## config.mk

```make
export PLATFORM = sky130hd
export DESIGN_NAME = size_class_unit_allocator
export DESIGN_NICKNAME = d
export VERILOG_FILES = /design/src/scua_pkg.sv /design/src/scua_cfg_regs.sv /design/src/scua_stack_ram.sv /design/src/size_class_unit_allocator.sv
export SDC_FILE = /design/constraint.sdc
export NUM_CORES = 2
export LEC_CHECK = 0
export BUFFER_PORTS_ARGS = -buffer_cell sky130_fd_sc_hd__buf_2
export CELL_PAD_IN_SITES_DETAIL_PLACEMENT = 0
export CELL_PAD_IN_SITES_GLOBAL_PLACEMENT = 1
export CORE_ASPECT_RATIO = 2
export CORE_MARGIN = 2
export CORE_UTILIZATION = 50
export CTS_BUF_LIST = sky130_fd_sc_hd__clkbuf_2 sky130_fd_sc_hd__clkbuf_4 sky130_fd_sc_hd__clkbuf_8
export CTS_CLUSTER_SIZE = 14
export DETAILED_ROUTE_END_ITERATION = 10
export PLACE_DENSITY = 0.77
export SYNTH_ARGS = -nofsm -noshare
export SYNTH_HDL_FRONTEND = slang
export SYNTH_HIERARCHICAL = 1
export SYNTH_SLANG_ARGS = --single-unit
```

## constraint.sdc

```tcl
create_clock -name clk_i -period 9.4 [get_ports clk_i]
set_clock_uncertainty 0.15 [all_clocks]
set_input_delay 1.41 -clock clk_i [delete_from_list [all_inputs] [get_ports clk_i]]
set_output_delay 1.41 -clock clk_i [all_outputs]
set_load 0.05 [all_outputs]
```

## src/scua_pkg.sv

```systemverilog
// Shared types, codes and reset constants for the size class unit allocator.
`timescale 1ns / 1ps

package scua_pkg;

  localparam int NUM_POOLS_DEF  = 4;
  localparam int MAX_UNITS_DEF  = 64;
  localparam int POOL_SLOTS     = 4;
  localparam int UNIT_REACH     = 64;
  localparam int SIZE_W         = 16;
  localparam int COUNT_W        = 7;
  localparam int UNIT_W         = 6;
  localparam int POOL_W         = 2;
  localparam int FUNC_W         = 2;
  localparam int STATUS_W       = 3;
  localparam int CFG_IDX_W      = 3;
  localparam int CFG_DATA_W     = 16;
  localparam int CFG_SIZE_BASE  = 0;
  localparam int CFG_COUNT_BASE = 4;
  localparam int UNIT_COUNT_RST = 64;

  localparam logic [POOL_SLOTS-1:0][SIZE_W-1:0] UNIT_SIZE_RST = {
    16'd128, 16'd64, 16'd32, 16'd16
  };

  typedef enum logic [FUNC_W-1:0] {
    FUNC_ALLOC   = 2'd0,
    FUNC_FREE    = 2'd1,
    FUNC_REBUILD = 2'd2,
    FUNC_NOP     = 2'd3
  } func_e;

  typedef enum logic [STATUS_W-1:0] {
    STAT_OK        = 3'd0,
    STAT_NO_FIT    = 3'd1,
    STAT_EMPTY     = 3'd2,
    STAT_RANGE     = 3'd3,
    STAT_STACK_FUL = 3'd4
  } status_e;

  typedef struct packed {
    logic [POOL_SLOTS-1:0][SIZE_W-1:0]  unit_size;
    logic [POOL_SLOTS-1:0][COUNT_W-1:0] eff_count;
  } cfg_t;

endpackage

```

## src/scua_cfg_regs.sv

```systemverilog
// Configuration registers: unit sizes and clamped unit counts per pool.
`timescale 1ns / 1ps

module scua_cfg_regs #(
  parameter int MAX_UNITS = scua_pkg::MAX_UNITS_DEF
) (
  input  logic                                 clk_i,
  input  logic                                 rst_ni,
  input  logic                                 cfg_we_i,
  input  logic [scua_pkg::CFG_IDX_W-1:0]       cfg_idx_i,
  input  logic [scua_pkg::CFG_DATA_W-1:0]      cfg_wdata_i,
  output scua_pkg::cfg_t                       cfg_o
);
  import scua_pkg::*;

  localparam int UNIT_LIMIT = (MAX_UNITS < UNIT_REACH) ? MAX_UNITS : UNIT_REACH;

  logic [POOL_SLOTS-1:0][SIZE_W-1:0]  size_q;
  logic [POOL_SLOTS-1:0][COUNT_W-1:0] count_q;

  always_ff @(posedge clk_i or negedge rst_ni) begin
    if (!rst_ni) begin
      size_q  <= UNIT_SIZE_RST;
      for (int p = 0; p < POOL_SLOTS; p++) begin
        count_q[p] <= COUNT_W'(UNIT_COUNT_RST);
      end
    end else if (cfg_we_i) begin
      for (int p = 0; p < POOL_SLOTS; p++) begin
        if (cfg_idx_i == CFG_IDX_W'(CFG_SIZE_BASE + p)) begin
          size_q[p] <= cfg_wdata_i[SIZE_W-1:0];
        end
        if (cfg_idx_i == CFG_IDX_W'(CFG_COUNT_BASE + p)) begin
          count_q[p] <= cfg_wdata_i[COUNT_W-1:0];
        end
      end
    end
  end

  always_comb begin
    cfg_o.unit_size = size_q;
    for (int p = 0; p < POOL_SLOTS; p++) begin
      cfg_o.eff_count[p] = (count_q[p] > COUNT_W'(UNIT_LIMIT)) ? COUNT_W'(UNIT_LIMIT)
                                                              : count_q[p];
    end
  end

endmodule

```

## src/scua_stack_ram.sv

```systemverilog
// Freed-unit stack storage: one write port, one registered read port.
`timescale 1ns / 1ps

module scua_stack_ram #(
  parameter int DEPTH  = scua_pkg::NUM_POOLS_DEF * scua_pkg::MAX_UNITS_DEF,
  parameter int ADDR_W = $clog2(DEPTH)
) (
  input  logic                        clk_i,
  input  logic                        we_i,
  input  logic [ADDR_W-1:0]           waddr_i,
  input  logic [scua_pkg::UNIT_W-1:0] wdata_i,
  input  logic                        re_i,
  input  logic [ADDR_W-1:0]           raddr_i,
  output logic [scua_pkg::UNIT_W-1:0] rdata_o
);
  import scua_pkg::*;

  logic [UNIT_W-1:0] mem_q [DEPTH];

  always_ff @(posedge clk_i) begin
    if (we_i) begin
      mem_q[waddr_i] <= wdata_i;
    end
  end

  always_ff @(posedge clk_i) begin
    if (re_i) begin
      rdata_o <= mem_q[raddr_i];
    end
  end

endmodule

```

## src/size_class_unit_allocator.sv

```systemverilog
// Top level of the size class unit allocator: request control and pool counters.
// Free, rebuild, failed allocate and fresh-unit allocate give their result in the
// cycle after acceptance; a popping allocate reads the stack memory into its
// registered read port and then loads the result register from it.
// Throughput: one transaction per cycle, held off by output stalls and stack pops.
// Reset: pools hold their clamped reset counts, all stacks empty; stack memory is
// not cleared since only pushed entries are ever read back.
`timescale 1ns / 1ps

module size_class_unit_allocator #(
  parameter int NUM_POOLS = scua_pkg::NUM_POOLS_DEF,
  parameter int MAX_UNITS = scua_pkg::MAX_UNITS_DEF
) (
  input  logic                            clk_i,
  input  logic                            rst_ni,
  input  logic                            cfg_we_i,
  input  logic [scua_pkg::CFG_IDX_W-1:0]  cfg_idx_i,
  input  logic [scua_pkg::CFG_DATA_W-1:0] cfg_wdata_i,
  input  logic                            in_valid_i,
  output logic                            in_stall_o,
  input  logic [scua_pkg::FUNC_W-1:0]     func_i,
  input  logic [scua_pkg::SIZE_W-1:0]     req_size_i,
  input  logic [scua_pkg::POOL_W-1:0]     free_pool_i,
  input  logic [scua_pkg::UNIT_W-1:0]     free_unit_i,
  output logic                            out_valid_o,
  input  logic                            out_stall_i,
  output logic [scua_pkg::STATUS_W-1:0]   status_o,
  output logic [scua_pkg::POOL_W-1:0]     pool_o,
  output logic [scua_pkg::UNIT_W-1:0]     unit_o,
  output logic [scua_pkg::POOL_SLOTS-1:0] full_mask_o
);
  import scua_pkg::*;

  localparam int DEPTH      = NUM_POOLS * MAX_UNITS;
  localparam int ADDR_W     = (DEPTH > 1) ? $clog2(DEPTH) : 1;
  localparam int DEPTH_W    = $clog2(MAX_UNITS + 1);
  localparam int IDX_W      = $clog2(MAX_UNITS);
  localparam int UNIT_LIMIT = (MAX_UNITS < UNIT_REACH) ? MAX_UNITS : UNIT_REACH;
  localparam int FRESH_RST  = (UNIT_COUNT_RST > UNIT_LIMIT) ? UNIT_LIMIT : UNIT_COUNT_RST;

  typedef enum logic [1:0] {
    ST_IDLE = 2'b01,
    ST_POP  = 2'b10
  } state_e;

  cfg_t cfg;

  state_e state_q, state_d;
  logic [COUNT_W-1:0] fresh_q [POOL_SLOTS];
  logic [COUNT_W-1:0] fresh_d [POOL_SLOTS];
  logic [DEPTH_W-1:0] depth_q [POOL_SLOTS];
  logic [DEPTH_W-1:0] depth_d [POOL_SLOTS];

  logic                  out_valid_q, out_valid_d;
  logic [STATUS_W-1:0]   status_q;
  logic [POOL_W-1:0]     pool_q;
  logic [UNIT_W-1:0]     unit_q;
  logic [POOL_SLOTS-1:0] mask_q;

  logic                  in_acc;
  logic                  sel_found;
  logic [POOL_W-1:0]     sel_pool;
  status_e               res_status;
  logic [POOL_W-1:0]     res_pool;
  logic [UNIT_W-1:0]     res_unit;
  logic [POOL_SLOTS-1:0] res_mask;
  logic                  do_pop;
  logic                  mem_we;
  logic [ADDR_W-1:0]     mem_waddr;
  logic [ADDR_W-1:0]     mem_raddr;
  logic [UNIT_W-1:0]     mem_rdata;
  logic                  depth_ovf;

  scua_cfg_regs #(
    .MAX_UNITS(MAX_UNITS)
  ) u_cfg (
    .clk_i      (clk_i),
    .rst_ni     (rst_ni),
    .cfg_we_i   (cfg_we_i),
    .cfg_idx_i  (cfg_idx_i),
    .cfg_wdata_i(cfg_wdata_i),
    .cfg_o      (cfg)
  );

  scua_stack_ram #(
    .DEPTH (DEPTH),
    .ADDR_W(ADDR_W)
  ) u_ram (
    .clk_i  (clk_i),
    .we_i   (mem_we),
    .waddr_i(mem_waddr),
    .wdata_i(free_unit_i),
    .re_i   (do_pop),
    .raddr_i(mem_raddr),
    .rdata_o(mem_rdata)
  );

  assign in_stall_o = !((state_q == ST_IDLE) && (!out_valid_q || !out_stall_i));
  assign in_acc     = in_valid_i && !in_stall_o;

  always_comb begin
    sel_found = 1'b0;
    sel_pool  = '0;
    for (int p = NUM_POOLS - 1; p >= 0; p--) begin
      if (req_size_i <= cfg.unit_size[p]) begin
        sel_found = 1'b1;
        sel_pool  = POOL_W'(p);
      end
    end
  end

  always_comb begin
    fresh_d    = fresh_q;
    depth_d    = depth_q;
    state_d    = state_q;
    res_status = STAT_OK;
    res_pool   = '0;
    res_unit   = '0;
    do_pop     = 1'b0;
    mem_we     = 1'b0;
    mem_waddr  = ADDR_W'(free_pool_i) * ADDR_W'(MAX_UNITS)
               + ADDR_W'(depth_q[free_pool_i][IDX_W-1:0]);
    mem_raddr  = ADDR_W'(sel_pool) * ADDR_W'(MAX_UNITS)
               + ADDR_W'(IDX_W'(depth_q[sel_pool] - DEPTH_W'(1)));
    unique case (state_q)
      ST_IDLE: begin
        if (in_acc) begin
          unique case (func_e'(func_i))
            FUNC_ALLOC: begin
              if (!sel_found) begin
                res_status = STAT_NO_FIT;
              end else begin
                res_pool = sel_pool;
                priority if (depth_q[sel_pool] != '0) begin
                  depth_d[sel_pool] = depth_q[sel_pool] - DEPTH_W'(1);
                  do_pop            = 1'b1;
                  state_d           = ST_POP;
                end else if (fresh_q[sel_pool] != '0) begin
                  fresh_d[sel_pool] = fresh_q[sel_pool] - COUNT_W'(1);
                  res_unit          = UNIT_W'(fresh_q[sel_pool] - COUNT_W'(1));
                end else begin
                  res_status = STAT_EMPTY;
                end
              end
            end
            FUNC_FREE: begin
              res_pool = free_pool_i;
              priority if ((3'(free_pool_i) >= 3'(NUM_POOLS)) ||
                           (COUNT_W'(free_unit_i) >= cfg.eff_count[free_pool_i])) begin
                res_status = STAT_RANGE;
              end else if (depth_q[free_pool_i] == DEPTH_W'(MAX_UNITS)) begin
                res_status = STAT_STACK_FUL;
              end else begin
                mem_we                = 1'b1;
                depth_d[free_pool_i]  = depth_q[free_pool_i] + DEPTH_W'(1);
              end
            end
            FUNC_REBUILD: begin
              for (int p = 0; p < POOL_SLOTS; p++) begin
                fresh_d[p] = (p < NUM_POOLS) ? cfg.eff_count[p] : '0;
                depth_d[p] = '0;
              end
            end
            FUNC_NOP: begin
            end
            default: begin
            end
          endcase
        end
      end
      ST_POP: begin
        state_d = ST_IDLE;
      end
      default: begin
        state_d = ST_IDLE;
      end
    endcase
    for (int p = 0; p < POOL_SLOTS; p++) begin
      res_mask[p] = (p < NUM_POOLS) && (fresh_d[p] == '0) && (depth_d[p] == '0);
    end
  end

  always_comb begin
    out_valid_d = out_valid_q;
    if (out_valid_q && !out_stall_i) begin
      out_valid_d = 1'b0;
    end
    if ((in_acc && !do_pop) || (state_q == ST_POP)) begin
      out_valid_d = 1'b1;
    end
  end

  always_ff @(posedge clk_i or negedge rst_ni) begin
    if (!rst_ni) begin
      state_q     <= ST_IDLE;
      out_valid_q <= 1'b0;
      for (int p = 0; p < POOL_SLOTS; p++) begin
        fresh_q[p] <= (p < NUM_POOLS) ? COUNT_W'(FRESH_RST) : '0;
        depth_q[p] <= '0;
      end
    end else begin
      state_q     <= state_d;
      out_valid_q <= out_valid_d;
      fresh_q     <= fresh_d;
      depth_q     <= depth_d;
    end
  end

  always_ff @(posedge clk_i) begin
    if (in_acc) begin
      status_q <= res_status;
      pool_q   <= res_pool;
      unit_q   <= res_unit;
      mask_q   <= res_mask;
    end else if (state_q == ST_POP) begin
      unit_q <= mem_rdata;
    end
  end

  assign out_valid_o = out_valid_q;
  assign status_o    = status_q;
  assign pool_o      = pool_q;
  assign unit_o      = unit_q;
  assign full_mask_o = mask_q;

  always_comb begin
    depth_ovf = 1'b0;
    for (int p = 0; p < POOL_SLOTS; p++) begin
      if (depth_q[p] > DEPTH_W'(MAX_UNITS)) begin
        depth_ovf = 1'b1;
      end
    end
  end

  a_acc_slot_free: assert property (@(posedge clk_i) disable iff (!rst_ni)
    in_acc |-> (!out_valid_q || !out_stall_i))
    else $error("transaction accepted while result register is held");

  a_pop_delivers: assert property (@(posedge clk_i) disable iff (!rst_ni)
    (state_q == ST_POP) |=> out_valid_q)
    else $error("stack pop did not produce a result");

  a_pop_then_idle: assert property (@(posedge clk_i) disable iff (!rst_ni)
    (in_acc && do_pop) |=> ((state_q == ST_POP) && !out_valid_q))
    else $error("pop transaction did not wait for the stack read");

  a_depth_bound: assert property (@(posedge clk_i) disable iff (!rst_ni)
    !depth_ovf)
    else $error("freed stack depth beyond capacity");

endmodule

```

Word level (Yosys, flattened, before mapping). Memories as Yosys holds them, arrays and structs flattened. A register that Yosys moved wholly into a read port is not among the register bits. Cells that the tools add are included.

Input bits: 50. Memories kept: 1. Bits in writable memories: 1536. Word-level logic and storage cells: 176. Bits in registers: 166.

Memory list: u_ram.mem_q (words 256, width 6, read ports 1, clocked after memory_dff 1, wr ports 1, RTL line scua_stack_ram.sv:18) `logic [UNIT_W-1:0] mem_q [DEPTH];`.

Equal/unequal tests: 16. Magnitude comparators: 14. Multiplexer cells: 77. Add/sub/neg operators: 5. Bitwise operators: 2. Reductions and logical operators: 39.

Operators with widths (count): 28-bit two-way mux (11); 7-bit two-way mux (13); 28-bit bitwise mux (3); 28-bit one-hot mux with 3 select lines (1); 16-bit <= comparator (4); 7-bit binary-select mux with 2-bit select (4); 7-bit logical NOT (8); 28-bit one-hot mux with 2 select lines (1); 6-bit two-way mux (7); 7-bit demux with 2-bit select (2); 7-bit > comparator, second input constant (4); 2-bit two-way mux (13); 1-bit two-way mux (18); 8-bit by 6-bit adder with 8-bit output (2); 2-bit AND reduction (8); 7-bit nonzero test (2); 7-bit by 1-bit subtractor with 7-bit output, second input constant (2); 3-bit equality test, second input constant (4); 1-bit logical AND (10); 7-bit by 1-bit adder with 7-bit output, second input constant (1); 7-bit equality test, second input constant (1); 6-bit by 7-bit >= comparator with 1-bit output (1); 3-bit by 2-bit equality test with 1-bit output, second input constant (2); 3-bit >= comparator, second input constant (2); other kinds (17) (29).

Depth between registers and ports, before layout.
Word-level depth: 19. Gate-level depth with buffers: 25. Gate-level depth less buffers: 19.

Cells and area by module. The synthesis kept the hierarchy.

Modules (own cells, without submodules): scua_stack_ram (cells each 2964, area an instance 60133.9 µm², instances 1); size_class_unit_allocator (cells each 798, area an instance 6880.3 µm², instances 1); scua_cfg_regs (cells each 231, area an instance 3728.6 µm², instances 1).

Worst setup path before layout. No wires, ideal clock.

Kind: in2reg. Start point: in req_size_i[14] (netlist bit). End point: reg mask_q[0], in the netlist full_mask_o[0], data pin. Buffers on the path: 2. Required time: 9.081 ns. Data arrival time: 6.676 ns. Path slack: 2.405 ns. Library setup time: 0.169 ns. Stages on the path: 19. Path through: ha_1 -> a21oi_2 -> nand2_1 -> a221o_1 -> o31ai_4 -> nor2_2 -> a21o_1 -> buf_6 -> a222oi_1 -> ha_1 -> inv_1 -> a211o_1 -> or4_4 -> buf_6 -> a2111oi_4 -> o21ai_2 -> a221o_1 -> or4b_1 -> nor4b_2.

RTL lines: start, declared (RTL line size_class_unit_allocator.sv:22) `input logic [scua_pkg::SIZE_W-1:0] req_size_i,`; end signal, assigned (RTL line size_class_unit_allocator.sv:214) `mask_q <= res_mask;`; end, declared (RTL line size_class_unit_allocator.sv:58) `logic [POOL_SLOTS-1:0] mask_q;`.

Worst setup path in the final report.
Start point: in req_size_i[13] (netlist bit). End point: reg u_ram/rdata_o[5] (netlist bit), read port of u_ram.mem_q, data pin.

RTL lines: 16-bit <= comparator (RTL line size_class_unit_allocator.sv:105) `if (req_size_i <= cfg.unit_size[p]) begin`; 2-bit two-way mux (3 in a row) (RTL line size_class_unit_allocator.sv:105); 2-bit two-way mux (*) (RTL line size_class_unit_allocator.sv:105); 2-bit NOT with 3-bit output (implied by the code) (*) (RTL line size_class_unit_allocator.sv:124) `+ ADDR_W'(IDX_W'(depth_q[sel_pool] - DEPTH_W'(1)));`; 7-bit binary-select mux with 2-bit select (*) (RTL line size_class_unit_allocator.sv:124); 7-bit two-way mux (implied by the code) (*) (2 in a row) (RTL line size_class_unit_allocator.sv:134) `priority if (depth_q[sel_pool] != '0) begin`; 7-bit by 1-bit subtractor with 7-bit output (*); 8-bit by 6-bit adder with 8-bit output (*) (RTL line size_class_unit_allocator.sv:124); named net mem_raddr[0] (RTL line size_class_unit_allocator.sv:70) `logic [ADDR_W-1:0] mem_raddr;`; end, declared (RTL line scua_stack_ram.sv:14) `output logic [scua_pkg::UNIT_W-1:0] rdata_o`.

The timed path passes the listed nets; every way through them passes the cells marked *. The select of a mux whose other input is x is not followed. A chain may end at the register's enable or synchronous reset.

==> impl_metrics.yaml <==
routing:
  wirelength_mm: 206.6
  drt_pre_antenna_iters: 9
  routedWlPerCell_um: 33.12
  first_iter_violations: 3964
  drcViolationCount: 0
  detail-route-antenna-nets: 0
  viasPerCell: 6.367
  via_count: 39720
final_layout:
  multi_input_area_um2: 18740
  regArea_um2: 50550
  area_growth_syn_to_layout_pct: 10.42
  drive_gt1_share_pct: 24.17
  nets: 4320
  fillCellCount: 10840
  fin_cells: 6238
timing:
  period_minus_slack_ns: 7.844
  setup_viol: 0
  grt_setup_unrepaired: "false"
  hold_viol: 0
  tightest_slew_ns: 1.409
  max_slew_margin_pct: 5.351
  fmax_mhz: 127.5
  setup_tns_ns: 0
  drv_slew: 0
  final.period_utilization_pct: 83.45
cts:
  htree_levels: 4
  clk_pin_slew_ns: 0.08
  post_cts_buffers: 0
  hold_buffers: 0
  insertion_delay_ns: 0.97
  cts_made_buffers: 223
  ctsResizeCount: 0
  cts.sinks: 1708
  cts_tree: "yes"
  cts-root-buf: "clkbuf_8"
  clockBufferDepth: 4
logic_synthesis:
  synth_most_common_cell: "edfxtp_1"
  synthTopCellsByCount: "edfxtp_1 (1557), mux4_2 (345), nor2_1 (342)"
  async_flop_share_pct: 8.841
  synth-seq-cells: 1708
  postSynthCellCount: 3993
  synth_top_area_share_pct: 66.09
  syn_area_um2: 70740
  synth_cell_types: 85
  synth_area_per_cell_um2: 17.72
  ys_top_cells_by_area: "edfxtp_1 (66%), mux4_2 (11%), dfrtp_1 (4.9%)"
  synth-edff-count: 1557
  synth_seq_area_share_pct: 71.46
  synthFlopType: "edfxtp_1"
  ys_warn_count: 6
  synth_top_cell_by_area: "edfxtp_1"
  syn_nets: 4118
die:
  die_w_um: 270.0
  dieArea_um2: 144700
  start_util_pct: 50.25
  io_pins: 67
  std_cell_rows: 195
  die_h_um: 536.0
  core-area_um2: 140800
place:
  place_congestion: 1.041
  place_hpwl_mm: 143.4
  placed_cells: 5841
  port_buffers: 66
min_path:
  min_path_type: "input port to asynchronous set/reset pin"
pwr:
  pwr-share-seq_pct: 34.1
  p_comb_share_pct: 43.5
  p_int_w: 0.01544
  peakVddDrop_uv: 249.2
  power.density_nw_per_um2: 328.1
  p_leak_nw: 26.19
  switching_share_pct: 39.75
  power.share.clock_pct: 22.4
  power.switching_w: 0.01019
setup_path:
  crit_chain: "buf_2 > ha_1 > nand4_1 > nor4_1 > nand4_1 > o31ai_2 > nor2_2 > a21o_1 > a222oi_1 > ha_1 > inv_1 > xnor2_1 > inv_2 > and2_1 > buf_4 > a22oi_1 > a21oi_1 > nor4_1 > a41o_1 > o221ai_1"
  start_kind: "input port"
  crit_fanout: 28
  cp.arrival_ns: 8.35
  path_delay_family: "simple AND/OR/NAND/NOR gates"
  path_buf_inv: 4
  critPathLaunch: "req_size_i[13]"
  slowest_stage: "nor4_1"
  crit_path_end_kind: "flip-flop"
  rr_startpoint: "u_cfg/cfg_o[83]$_DFFE_PN1P_"
  path_class: "input port to flip-flop"
  crit_required_ns: 9.91
  crit_path_max_incr_delay_ns: 1.09
global_route:
  globalRouteOverflowTotal: 0
  first_global_vias: 41120
  grt_first_pass_wirelength_mm: 292.4
  grt_max_degree: 114
  antenna_found_initial: 5
  grt_usage_pct: 28.57
job:
  maxCapViolations: 0
status:
  status: "finished clean"
sequential cells by signal (all words and copies together), names as in the netlist:
register / flops
u_cfg/cfg_o: 64
out_valid_o: 1
u_ram/rdata_o: 6
depth_q: 28
full_mask_o: 4
state_q: 2
fresh_q: 28
u_ram/mem_q: 1536
status_o: 3
u_cfg/count_q: 28
pool_o: 2
unit_o: 6
cell type report:
type,instances,share of cell area (%)
inverter,106,0.5189
sequential,1708,64.71
clock inverter,123,1.430
multi-input combinational,1957,23.99
timing repair buffer,199,1.920
clock buffer,272,4.432
antenna,2,0.006407
tap,1871,2.997
metrics by stage:
stage / power (W) / utilization [%] / hold slack, ns / setup WS, ns / cell area, µm²
finish: 0.02563 / 55.49 / 0.3119 / 1.556 / 78120
detailed placement: 0.01984 / 52.23 / 0.3352 / 0.6384 / 73530
global placement: 0.01979 / 52.22 / 0.3310 / 0.6328 / 73520
global route: 0.02631 / 55.49 / 0.3201 / 1.408 / 78110
floorplan: 0.01528 / - / 0.3088 / 2.405 / 70740
CTS: 0.02556 / 55.49 / 0.2596 / 1.601 / 78110
cell families after synthesis:
family | after synthesis | synth area share, %
simple gates | 783 | 5.179
compound gates | 517 | 5.297
buf+inv | 328 | 2.174
xor+xnor | 12 | 0.1486
flops | 1708 | 71.46
mux | 570 | 14.42
fa+ha+maj | 75 | 1.326
placed cells by master, fill, tap and decap left out, types with 18 or more instances in the layout:
cell | synthesis | final
edfxtp_1 | 1557 | 1557
mux4_2 | 345 | 345
nor2_1 | 342 | 340
clkbuf_8 | 0 | 233
nand2_1 | 146 | 146
dfrtp_1 | 138 | 138
buf_4 | 30 | 124
mux2i_1 | 112 | 112
mux2_2 | 103 | 103
a21oi_1 | 102 | 102
inv_1 | 104 | 101
a22oi_1 | 84 | 84
ha_1 | 75 | 75
nand3_1 | 74 | 74
o21ai_0 | 66 | 66
buf_2 | 41 | 59
nor2b_1 | 52 | 50
clkinv_1 | 2 | 49
clkbuf_4 | 0 | 45
clkinv_2 | 0 | 43
nand4_1 | 33 | 33
o221ai_1 | 33 | 33
nor3_1 | 30 | 29
o22ai_1 | 27 | 27
and2_1 | 24 | 24
a221o_1 | 21 | 21
bufinv_16 | 0 | 21
a221oi_1 | 20 | 20
a211oi_1 | 19 | 19
nor4_1 | 20 | 18
power groups by stage:
stage | sequential, W | combinational (W) | clock [W]
global route | 0.00875 | 0.0114 | 0.00612
finish | 0.00874 | 0.0111 | 0.00574
CTS | 0.00873 | 0.0110 | 0.00584
detailed placement | 0.00889 | 0.0110 | 0
global placement | 0.00889 | 0.0109 | 0
floorplan | 0.00885 | 0.00644 | 0
worst paths after layout:
kind,endpoint,slack (ns),cells past startpoint
hold / removal,u_cfg/cfg_o[89]$_DFFE_PN0P_,0.31,1
hold reg to reg,u_cfg/count_q[8]$_DFFE_PN0P_,0.35,1
max in group asynchronous,u_cfg/count_q[3]$_DFFE_PN0P_,7.54,2
setup / recovery,u_ram/rdata_o[5]$_DFFE_PP_,1.56,20
min in group clk_i,u_cfg/count_q[8]$_DFFE_PN0P_,0.35,1
setup reg to reg,u_ram/rdata_o[5]$_DFFE_PP_,1.70,20
metal layers:
metal,track usage [%],routed length (µm)
met3,4.574,12620
met1,27.16,61300
met5,0.2332,50
met4,24.08,21400
met2,53.19,111300
worst reg2reg max path, delay by kind of cell (launching register included):
family | cells | cell delay [ns]
XOR/XNOR | 1 | 0.60
AO/OA/AOI/OAI | 10 | 3.11
flip-flops | 1 | 0.53
adder cells (fa/ha/maj) | 2 | 0.63
AND/OR/NAND/NOR | 3 | 1.54
buffers and inverters | 4 | 0.89
(Power assumes the default switching activity.)
